===== src/hdl/deq_pkg.sv =====
// ----------------------------------------------------------------------------
// deq_pkg
// Shared types for the double-ended queue: request codes and result status.
// ----------------------------------------------------------------------------
package deq_pkg;

	typedef enum logic [1:0] {
		OP_PUSH_FRONT = 2'd0,
		OP_PUSH_BACK  = 2'd1,
		OP_POP_FRONT  = 2'd2,
		OP_POP_BACK   = 2'd3
	} deq_op_t;

	localparam int unsigned WORD_W  = 32;
	localparam int unsigned COUNT_W = 5;

	// Status of one request, produced by the pointer logic
	typedef struct packed {
		logic rejected;
		logic is_empty;
		logic is_full;
	} deq_status_t;

endpackage


===== src/hdl/deq_mem.sv =====
// ----------------------------------------------------------------------------
// deq_mem
// Slot storage: one write port and two registered read ports, write-first.
// ----------------------------------------------------------------------------
module deq_mem #(
	parameter int unsigned DEPTH = 16,
	parameter int unsigned AW    = 4
) (
	input  logic                      clk,
	input  logic                      we,
	input  logic [AW-1:0]             waddr,
	input  logic [deq_pkg::WORD_W-1:0] wdata,
	input  logic                      re,
	input  logic [AW-1:0]             raddr_front,
	input  logic [AW-1:0]             raddr_back,
	output logic [deq_pkg::WORD_W-1:0] rdata_front,
	output logic [deq_pkg::WORD_W-1:0] rdata_back
);
	import deq_pkg::*;

	logic [WORD_W-1:0] mem [DEPTH];

	always_ff @(posedge clk) begin
		if (we) begin
			mem[waddr] <= wdata;
		end
	end

	// Forward the word written in the same cycle
	always_ff @(posedge clk) begin
		if (re) begin
			rdata_front <= (we && waddr == raddr_front) ? wdata : mem[raddr_front];
			rdata_back  <= (we && waddr == raddr_back) ? wdata : mem[raddr_back];
		end
	end

endmodule


===== src/hdl/deq_ctrl.sv =====
// ----------------------------------------------------------------------------
// deq_ctrl
// Head pointer and occupancy; turns a request into slot write and reads.
// ----------------------------------------------------------------------------
module deq_ctrl #(
	parameter int unsigned DEPTH = 16,
	parameter int unsigned AW    = 4,
	parameter int unsigned CW    = 5
) (
	input  logic                       clk,
	input  logic                       arst_n,
	input  logic                       accept,
	input  deq_pkg::deq_op_t           op,
	input  logic [deq_pkg::WORD_W-1:0] value,
	output logic                       we,
	output logic [AW-1:0]              waddr,
	output logic [deq_pkg::WORD_W-1:0] wdata,
	output logic [AW-1:0]              raddr_front,
	output logic [AW-1:0]              raddr_back,
	output logic [CW-1:0]              occ_next,
	output deq_pkg::deq_status_t       status
);
	import deq_pkg::*;

	localparam int unsigned SW = CW + 1;
	localparam logic [SW-1:0] DEPTH_S = SW'(DEPTH);

	logic [AW-1:0] head_q, head_next;
	logic [CW-1:0] occ_q;
	logic          is_full_now, is_empty_now;
	logic [SW-1:0] tail_sum, back_sum;
	logic          rej;

	function automatic logic [AW-1:0] wrap(input logic [SW-1:0] s);
		logic [SW-1:0] r;
		r = (s >= DEPTH_S) ? s - DEPTH_S : s;
		return r[AW-1:0];
	endfunction

	assign is_full_now  = (occ_q == CW'(DEPTH));
	assign is_empty_now = (occ_q == '0);
	assign tail_sum     = SW'(head_q) + SW'(occ_q);

	always_comb begin
		head_next = head_q;
		occ_next  = occ_q;
		we        = 1'b0;
		waddr     = head_q;
		rej       = 1'b0;
		case (op)
			OP_PUSH_FRONT: begin
				if (is_full_now) begin
					rej = 1'b1;
				end else begin
					head_next = (head_q == '0) ? AW'(DEPTH - 1) : head_q - 1'b1;
					waddr     = head_next;
					we        = accept;
					occ_next  = occ_q + 1'b1;
				end
			end
			OP_PUSH_BACK: begin
				if (is_full_now) begin
					rej = 1'b1;
				end else begin
					waddr    = wrap(tail_sum);
					we       = accept;
					occ_next = occ_q + 1'b1;
				end
			end
			OP_POP_FRONT: begin
				if (is_empty_now) begin
					rej = 1'b1;
				end else begin
					head_next = (head_q == AW'(DEPTH - 1)) ? '0 : head_q + 1'b1;
					occ_next  = occ_q - 1'b1;
				end
			end
			default: begin
				if (is_empty_now) begin
					rej = 1'b1;
				end else begin
					occ_next = occ_q - 1'b1;
				end
			end
		endcase
	end

	assign wdata = value;

	// Back entry sits at head + count - 1 after the request
	assign back_sum    = (occ_next == '0) ? SW'(head_next)
	                                      : SW'(head_next) + SW'(occ_next) - 1'b1;
	assign raddr_front = head_next;
	assign raddr_back  = wrap(back_sum);

	assign status = '{rejected: rej,
	                  is_empty: (occ_next == '0),
	                  is_full:  (occ_next == CW'(DEPTH))};

	always_ff @(posedge clk or negedge arst_n) begin
		if (!arst_n) begin
			head_q <= '0;
			occ_q  <= '0;
		end else if (accept) begin
			head_q <= head_next;
			occ_q  <= occ_next;
		end
	end

endmodule


===== src/hdl/double_ended_queue.sv =====
// An accepted request passes the read stage, then the output register, before m_tvalid rises.
// Throughput: one request per cycle while m_tready is high; one write and two reads per cycle.
// A stalled output holds one result in the output register and one in the read stage.
// Reset (arst_n low, asynchronous) empties the deque: head and count go to zero.
// Slot contents are not cleared; an empty deque reports zero for both ends.
// ----------------------------------------------------------------------------
// double_ended_queue
// Bounded deque of 32-bit words in a ring of DEPTH slots with head and count.
// ----------------------------------------------------------------------------
module double_ended_queue #(
	parameter int unsigned DEPTH = 16
) (
	input  logic        clk,
	input  logic        arst_n,
	input  logic        s_tvalid,
	output logic        s_tready,
	input  logic [31:0] s_tdata,   // [31:0] value
	input  logic [1:0]  s_tuser,   // [1:0] operation
	output logic        m_tvalid,
	input  logic        m_tready,
	// [31:0] front_value, [63:32] back_value, [68:64] entry_count,
	// [69] is_empty, [70] is_full, [71] rejected
	output logic [71:0] m_tdata
);
	import deq_pkg::*;

	localparam int unsigned AW = (DEPTH > 1) ? $clog2(DEPTH) : 1;
	localparam int unsigned CW = $clog2(DEPTH + 1);
	localparam int unsigned EW = (CW > COUNT_W) ? CW : COUNT_W;

	logic              accept;
	logic              we;
	logic [AW-1:0]     waddr, raddr_front, raddr_back;
	logic [WORD_W-1:0] wdata, rdata_front, rdata_back;
	logic [CW-1:0]     occ_next;
	deq_status_t       status;

	// Read stage: memory read data plus the status of the same request
	logic              valid_s1;
	deq_status_t       status_s1;
	logic [CW-1:0]     count_s1;
	logic              s1_adv;
	logic [EW-1:0]     count_ext;

	// Output register
	logic              out_valid_q;
	logic [71:0]       out_data_q;

	// Take a request when the read stage is free or is moving on
	assign s1_adv   = valid_s1 && (!out_valid_q || m_tready);
	assign s_tready = !valid_s1 || s1_adv;
	assign accept   = s_tvalid && s_tready;

	deq_ctrl #(
		.DEPTH(DEPTH),
		.AW   (AW),
		.CW   (CW)
	) u_ctrl (
		.clk        (clk),
		.arst_n     (arst_n),
		.accept     (accept),
		.op         (deq_op_t'(s_tuser)),
		.value      (s_tdata),
		.we         (we),
		.waddr      (waddr),
		.wdata      (wdata),
		.raddr_front(raddr_front),
		.raddr_back (raddr_back),
		.occ_next   (occ_next),
		.status     (status)
	);

	// Read ports fire only on accept, so read data holds while stalled
	deq_mem #(
		.DEPTH(DEPTH),
		.AW   (AW)
	) u_mem (
		.clk        (clk),
		.we         (we),
		.waddr      (waddr),
		.wdata      (wdata),
		.re         (accept),
		.raddr_front(raddr_front),
		.raddr_back (raddr_back),
		.rdata_front(rdata_front),
		.rdata_back (rdata_back)
	);

	always_ff @(posedge clk or negedge arst_n) begin
		if (!arst_n) begin
			valid_s1 <= 1'b0;
		end else if (accept) begin
			valid_s1 <= 1'b1;
		end else if (s1_adv) begin
			valid_s1 <= 1'b0;
		end
	end

	always_ff @(posedge clk) begin
		if (accept) begin
			status_s1 <= status;
			count_s1  <= occ_next;
		end
	end

	// Count field carries the low bits of the occupancy
	assign count_ext = EW'(count_s1);

	always_ff @(posedge clk or negedge arst_n) begin
		if (!arst_n) begin
			out_valid_q <= 1'b0;
		end else if (s1_adv) begin
			out_valid_q <= 1'b1;
		end else if (m_tready) begin
			out_valid_q <= 1'b0;
		end
	end

	// Zero both ends when the deque is empty
	always_ff @(posedge clk) begin
		if (s1_adv) begin
			out_data_q <= {status_s1.rejected, status_s1.is_full, status_s1.is_empty,
			               count_ext[COUNT_W-1:0],
			               status_s1.is_empty ? '0 : rdata_back,
			               status_s1.is_empty ? '0 : rdata_front};
		end
	end

	assign m_tvalid = out_valid_q;
	assign m_tdata  = out_data_q;

`ifndef SYNTHESIS
	a_accept_fills_s1: assert property (@(posedge clk) disable iff (!arst_n)
		accept |=> valid_s1)
		else $error("accepted request did not reach the read stage");

	a_s1_holds: assert property (@(posedge clk) disable iff (!arst_n)
		valid_s1 && !s1_adv |=> valid_s1 && $stable(status_s1) && $stable(count_s1))
		else $error("stalled read stage changed");

	a_empty_full_excl: assert property (@(posedge clk) disable iff (!arst_n)
		valid_s1 |-> !(status_s1.is_empty && status_s1.is_full))
		else $error("deque reported empty and full at once");

	a_out_from_s1: assert property (@(posedge clk) disable iff (!arst_n)
		!out_valid_q && $past(!valid_s1) |-> !$past(s1_adv))
		else $error("output loaded without a pending result");
`endif

endmodule


===== config.mk =====
export PLATFORM = sky130hd
export DESIGN_NAME = double_ended_queue
export DESIGN_NICKNAME = d
export VERILOG_FILES = /design/src/hdl/deq_pkg.sv /design/src/hdl/deq_mem.sv /design/src/hdl/deq_ctrl.sv /design/src/hdl/double_ended_queue.sv
export SDC_FILE = /design/constraint.sdc
export NUM_CORES = 1
export LEC_CHECK = 0
export BUFFER_PORTS_ARGS = -buffer_cell sky130_fd_sc_hd__clkbuf_2
export CAP_MARGIN = 30
export CORE_ASPECT_RATIO = 1.2
export CORE_MARGIN = 2
export CORE_UTILIZATION = 40
export DETAILED_ROUTE_END_ITERATION = 6
export HOLD_SLACK_MARGIN = 0.02
export PLACE_DENSITY = 0.53
export REMOVE_ABC_BUFFERS = 1
export SKIP_CTS_REPAIR_TIMING = 1
export SLEW_MARGIN = 20
export SYNTH_ARGS = -nofsm -noshare
export SYNTH_HDL_FRONTEND = slang
export SYNTH_SLANG_ARGS = --single-unit

===== constraint.sdc =====
create_clock -name clk -period 13.4 [get_ports clk]
set_input_delay 2.68 -clock clk [delete_from_list [all_inputs] [get_ports clk]]
set_output_delay 2.68 -clock clk [all_outputs]
set_load 0.05 [all_outputs]

## After elaboration in Yosys (flattened, before gate mapping)

Memories as Yosys holds them, arrays and structs flattened. A register that Yosys moved wholly into a read port is not among the register bits.
Cells that the tools add are included.

- Register bits after elaboration: 91
- Bits in writable memories: 512
- Input port bits: 38
- Output and inout port bits: 74
- Logic and storage cells: 64
- Memories: 1

- Add/sub/neg operators: 9
- $lt $le $gt $ge: 2
- Equality and inequality tests: 5
- Multiplexer cells: 24
- Reduce and logical (&&, ||, !) cells: 13

Memories:

| name | depth | width | rd ports | clocked after Yosys merged registers in | wr ports | line | source |
|---|---|---|---|---|---|---|---|
| u_mem.mem | 16 | 32 | 2 | 2 | 1 | deq_mem.sv:21 | `logic [WORD_W-1:0] mem [DEPTH];` |

Operators with widths:

| kind | number |
|---|---|
| two-way mux 4 bit | 7 |
| one-hot mux 4 bit (2 select lines) | 2 |
| two-way mux 5 bit | 3 |
| adder 4 x 5 -> 6 bit | 2 |
| greater-or-equal comparator 6 x 5 -> 1 bit (second input constant) | 2 |
| subtractor 4 x 1 -> 4 bit (second input constant) | 3 |
| two-way mux 1 bit | 11 |
| == test 5 bit (second input constant) | 2 |
| logical NOT 5 bit | 2 |
| two-way mux 6 bit | 1 |
| subtractor 6 x 1 -> 6 bit (second input constant) | 1 |
| adder 5 x 1 -> 5 bit (second input constant) | 1 |
| subtractor 5 x 1 -> 5 bit (second input constant) | 1 |
| adder 4 x 1 -> 4 bit (second input constant) | 1 |
| == test 4 bit (second input constant) | 1 |
| logical NOT 4 bit | 1 |
| nonzero test 2 bit | 2 |
| == test 2 x 1 -> 1 bit (second input constant) | 1 |
| == test 2 bit (second input constant) | 1 |
| logical AND 1 bit | 2 |
| logical NOT 1 bit | 2 |
| logical NOT 2 bit | 1 |
| logical OR 1 bit | 2 |
| OR reduction 2 bit | 1 |

## Logic depth before layout (Yosys ltp)

- Depth in word-level cells: 9
- Depth in mapped cells: 23
- Mapped depth without buffers: 19

## Modules after synthesis

From an unflattened synthesis, not the netlist that was laid out.

- Cell total of the unflattened synthesis: 1594
- Area total of the unflattened synthesis: 30402.9 um2

Modules (own cells, without submodules):

| module | instances | cells an instance | area each (um2) | seq. area each (um2) |
|---|---|---|---|---|
| deq_mem | 1 | 1220 | 25650.9 | 17296.6 |
| double_ended_queue | 1 | 159 | 3128.0 | 2452.4 |
| deq_ctrl | 1 | 215 | 1624.1 | 225.2 |

## Least setup slack after synthesis

No wires, ideal clock.

- Path type: input-to-reg
- Start: in m_tready
- End: mem u_mem.mem[2][0] (enable)
- Setup time: 421 ps
- Data arrival time: 7731 ps
- Required time: 12979 ps
- Slack: 5248 ps
- Stages on the path: 6
- Buffers on the path: 1
- Path through: nand3b_1 > nand2_1 > inv_1 > clkbuf_1 > nand4_1 > nor2_1

- Word-level cells in the longest chain between the ends: 8

Ends and longest elaborated chain:

| item | line | source |
|---|---|---|
| from (decl) | double_ended_queue.sv:20 | `input logic m_tready,` |
| logical OR 1 bit | double_ended_queue.sv:50 | `assign s1_adv = valid_s1 && (!out_valid_q \|\| m_tready);` |
| logical AND 1 bit | double_ended_queue.sv:50 |  |
| logical OR 1 bit | double_ended_queue.sv:51 | `assign s_tready = !valid_s1 \|\| s1_adv;` |
| logical AND 1 bit | double_ended_queue.sv:52 | `assign accept = s_tvalid && s_tready;` |
| named net accept | double_ended_queue.sv:31 | `logic accept;` |
| two-way mux 1 bit | deq_ctrl.sv:52, deq_ctrl.sv:62 |  |
| two-way mux 1 bit | n/a |  |
| two-way mux 1 bit | deq_mem.sv:24 | `if (we) begin` |
| two-way mux 1 bit (implied by the code) | deq_mem.sv:25 | `mem[waddr] <= wdata;` |
| to (decl) | deq_mem.sv:21 |  |

The timed path passes the listed nets, and every way through them passes these cells.

## Worst setup path in the final report

- Start: in s_tuser[1]
- End: reg u_mem.rdata_back[26] in the netlist's numbering (read register of u_mem.mem) (data pin)

- Word-level cells in the longest chain between the ends: 8
- Elaborated cells on any way between the ends: 13
- Those cells by class: add/sub: 3; order compare: 1; eq/ne: 2; mux: 4; reduce/logical: 3

Ends and longest elaborated chain:

| item | line | source |
|---|---|---|
| from (decl) | double_ended_queue.sv:18 | `input logic [1:0] s_tuser,` |
| == test 2 x 1 -> 1 bit / logical NOT 2 bit (equally long branches) | deq_ctrl.sv:50 | `case (op)` |
| OR reduction 2 bit (no line) | n/a |  |
| two-way mux 5 bit | n/a |  |
| adder 4 x 5 -> 6 bit | deq_ctrl.sv:92 | `: SW'(head_next) + SW'(occ_next) - 1'b1;` |
| subtractor 6 x 1 -> 6 bit | deq_ctrl.sv:92 |  |
| two-way mux 6 bit * | deq_ctrl.sv:91 | `assign back_sum = (occ_next == '0) ? SW'(head_next)` |
| greater-or-equal comparator 6 x 5 -> 1 bit / subtractor 4 x 1 -> 4 bit (equally long branches) | deq_ctrl.sv:36 | `r = (s >= DEPTH_S) ? s - DEPTH_S : s;` |
| two-way mux 4 bit * | deq_ctrl.sv:36 |  |
| to (decl) | deq_mem.sv:17 | `output logic [deq_pkg::WORD_W-1:0] rdata_back` |

Every way passes the cells marked *; elsewhere a longest branch is shown, timed or not.
A chain may end at the register's enable or synchronous reset.

==> flow_metrics.py <==
metrics = {
    "outcome": {
        "run_status": "complete, no violations",
    },
    "die": {
        "design.die.area_mm2": 0.0834,
        "start_util": 0.403,
        "io_pins": 112,
        "core_area_mm2": 0.0804,
        "row_count": 114,
        "die_x_um": 264,
        "die_h_um": 316,
    },
    "grt": {
        "grt.overflow.total": 0,
        "grt_pass1_wl_um": 145000,
        "grt_usage": 0.233,
        "maximum_number_of_pins_on_one_net_before_global_route_repair": 173,
        "vias_in_the_first_global_route": 22894,
        "grt_antenna_before_repair": 1,
    },
    "finish": {
        "fillers": 7280,
        "utilization": 0.452,
        "number_of_nets_in_the_finished_design": 2700,
        "areaGrowthSynthToFinish_pct": 12.1,
        "drive_above_1_share": 0.173,
        "fin_cells": 3750,
    },
    "logic_synthesis": {
        "synthFlopType": "sky130_fd_sc_hd__edfxtp_1",
        "post_synth.cell_area_avg_um2": 12.3,
        "yosys-top-cells-area": "sky130_fd_sc_hd__edfxtp_1 61%, sky130_fd_sc_hd__o211ai_1 8.9%, sky130_fd_sc_hd__mux2_2 5.7%, sky130_fd_sc_hd__nand2_1 5.1%, sky130_fd_sc_hd__mux2i_1 2.1%",
        "postSynth.asyncResetShare": 0.0165,
        "synth.top_cell.area_share": 0.607,
        "number_of_synthesized_flops_with_an_enable_pin": 656,
        "yosysSeqAreaShare": 0.615,
        "number_of_synthesis_warnings": 0,
        "ys_seq_elements": 667,
        "syn_area_mm2": 0.0325,
        "mapped_cells": 2645,
        "ys_types": 68,
        "synth_largest_area_cell": "sky130_fd_sc_hd__edfxtp_1",
    },
    "routing": {
        "route.vias.total": 22894,
        "firstDrtPassIters": 6,
        "detail-route-antenna-nets": 0,
        "drt-wirelength-per-cell_um": 26.4,
        "postRouteWirelength_um": 98800,
        "detail_route.vias_per_cell": 6.11,
        "initial_drt_markers": 2160,
        "post-route-drc-count": 0,
    },
    "timing": {
        "max-slew-margin-rel": 0.359,
        "finalHoldWorstSlack_ps": 419,
        "setup_viol": 0,
        "timing.final.max_slew_violations": 0,
        "report.final.hold_viol_count": 0,
        "rsz0062_at_grt": "no",
        "post-route-min-period_ps": 8260,
        "final_min_period_over_clock_period": 0.616,
        "timing.final.ws_setup_ps": 5140,
        "worst_clock_skew_ps": 21.4,
        "achievable-frequency_ghz": 0.121,
        "worst_slew_pin_slew_ps": 961,
    },
    "cts": {
        "clk_transition_reported_paths_ps": 60,
        "cts.sinks": 667,
        "cts.root.buffer_cell": "sky130_fd_sc_hd__clkbuf_16",
        "cts-buffers-inserted": 70,
        "cts_tree": "done",
        "clock_path_buffers": 3,
        "worst_skew_pair.late_latency_ps": 620,
        "cts_max_level": 3,
    },
    "critical_path": {
        "startpoint_type": "input pin",
        "cell_by_cell_trace_of_the_critical_path": "clkbuf_2, nand3b_1, nand3b_1, o221ai_4, buf_12, inv_4, ha_1, o41ai_4, buf_4, a21boi_4, buf_4, buf_12, mux2_2, o211ai_1, o2111ai_1, mux2_1",
        "timing_worst_setup_path_type": "input pin to register",
        "critical_path_required_ps": 13760,
        "critical-path-slowest-cell": "sky130_fd_sc_hd__buf_4",
        "worst-path-max-fanout": 147,
        "worstSetupEndpointType": "register",
        "worst_path_largest_cell_delay_ps": 690,
        "cp_data_arrival_time_ps": 8620,
    },
    "min_path": {
        "timing.hold.worst.class": "register to register",
    },
    "placement": {
        "number_of_placed_instances_with_taps_included": 3619,
        "io_buffers": 111,
        "post-dp-hpwl_um": 48800,
        "placement.setup.worst_slack_ps": 4410,
        "final_replace_weighted_congestion": 0.777,
    },
    "flow_run": {
        "cap_violations": 0,
    },
}
## state kept, by name, indices dropped and copies added (netlist names)
| name | cells |
|---|---|
| u_mem.rdata_back | 32 |
| m_tdata | 72 |
| status_s1 | 3 |
| u_mem.mem | 512 |
| count_ext | 5 |
| m_tvalid | 1 |
| valid_s1 | 1 |
| u_mem.rdata_front | 32 |
| u_ctrl.head_q | 4 |
| u_ctrl.occ_q | 5 |
## placed cells by master (no fill, tap or decap), drive strengths merged, types with 11 or more instances in the layout
master / count
mux2i: 67
dfrtp: 11
edfxtp: 656
a31oi: 34
inv: 117
xnor2: 14
o211ai: 386
a311oi: 66
nor2: 28
nor2b: 65
nand2: 437
o2111ai: 32
ha: 11
and3: 61
a21oi: 42
mux2: 194
clkinv: 25
nand3: 100
o21ai: 17
clkbuf: 201
buf: 49
## worst max-delay path: cells and delay by family
| family | cells | cell delay, ps |
|---|---|---|
| buffers and inverters | 6 | 3160 |
| AO/OA/AOI/OAI | 5 | 860 |
| multiplexers | 2 | 730 |
| AND/OR/NAND/NOR | 2 | 480 |
| adder cells (fa/ha/maj) | 1 | 430 |
## metal layers
metal,vias up,routed length [um],GRT usage
li1,10131,-,-
met1,11540,40600,0.300
met2,1007,48000,0.402
met3,214,6860,0.0293
met4,2,3370,0.0926
met5,-,13,0
## stage by stage
step,setup TNS [ps],area (um2)
floorplan,-631030,31500
global placement,0,34000
detailed placement,0,34100
CTS,0,36300
global route,0,36400
finish,0,36400
## cell usage after synthesis, types with 31 or more instances
library cell / instances
sky130_fd_sc_hd__edfxtp_1: 656
sky130_fd_sc_hd__inv_1: 114
sky130_fd_sc_hd__o2111ai_1: 32
sky130_fd_sc_hd__mux2_1: 31
sky130_fd_sc_hd__a311oi_1: 65
sky130_fd_sc_hd__a21oi_1: 42
sky130_fd_sc_hd__nand2_1: 437
sky130_fd_sc_hd__mux2_2: 163
sky130_fd_sc_hd__nor2b_1: 65
sky130_fd_sc_hd__and3_1: 61
sky130_fd_sc_hd__buf_2: 34
sky130_fd_sc_hd__o211ai_1: 386
sky130_fd_sc_hd__mux2i_1: 67
sky130_fd_sc_hd__a31oi_1: 34
sky130_fd_sc_hd__clkbuf_1: 166
sky130_fd_sc_hd__nand3_1: 100
## worst paths after layout
| path | from | endpoint | slack (ps) | cells past startpoint |
|---|---|---|---|---|
| worst max-delay path | s_tuser[1] | u_mem.rdata_back[26] | 5140 | 16 |
| worst min-delay path | status_s1[0] | m_tdata[70] | 420 | 0 |
| worst max register to register | u_ctrl.occ_q[1] | u_mem.rdata_back[26] | 5910 | 17 |
| worst min register to register | status_s1[0] | m_tdata[70] | 420 | 0 |
| max in group asynchronous | arst_n | u_ctrl.occ_q[0] | 11220 | 1 |
| min in group asynchronous | arst_n | u_ctrl.occ_q[2] | 1930 | 1 |
## logic make-up after synthesis
group / share of synthesized area
AND/OR/NAND/NOR: 0.105
XOR/XNOR: 0.00432
multiplexers: 0.0880
flip-flops: 0.615
buffers and inverters: 0.0424
adder cells (fa/ha/maj): 0.00547
AO/OA/AOI/OAI: 0.140
## area by class of cell
type / instances / area (um2) / area share
flip-flops and latches: 667 / 20000 / 0.549
multi-input cells: 1635 / 11400 / 0.313
clock buffers: 90 / 1910 / 0.0525
well taps: 1044 / 1310 / 0.0359
repair buffers: 160 / 1030 / 0.0282
inverters: 115 / 442 / 0.0121
clock inverters: 37 / 343 / 0.00942
diodes: 2 / 5.00 / 0.000138
Power is left out: the tool's default activity adds up to more than one toggle a clock period on the data nets, which glitch-free logic cannot reach.
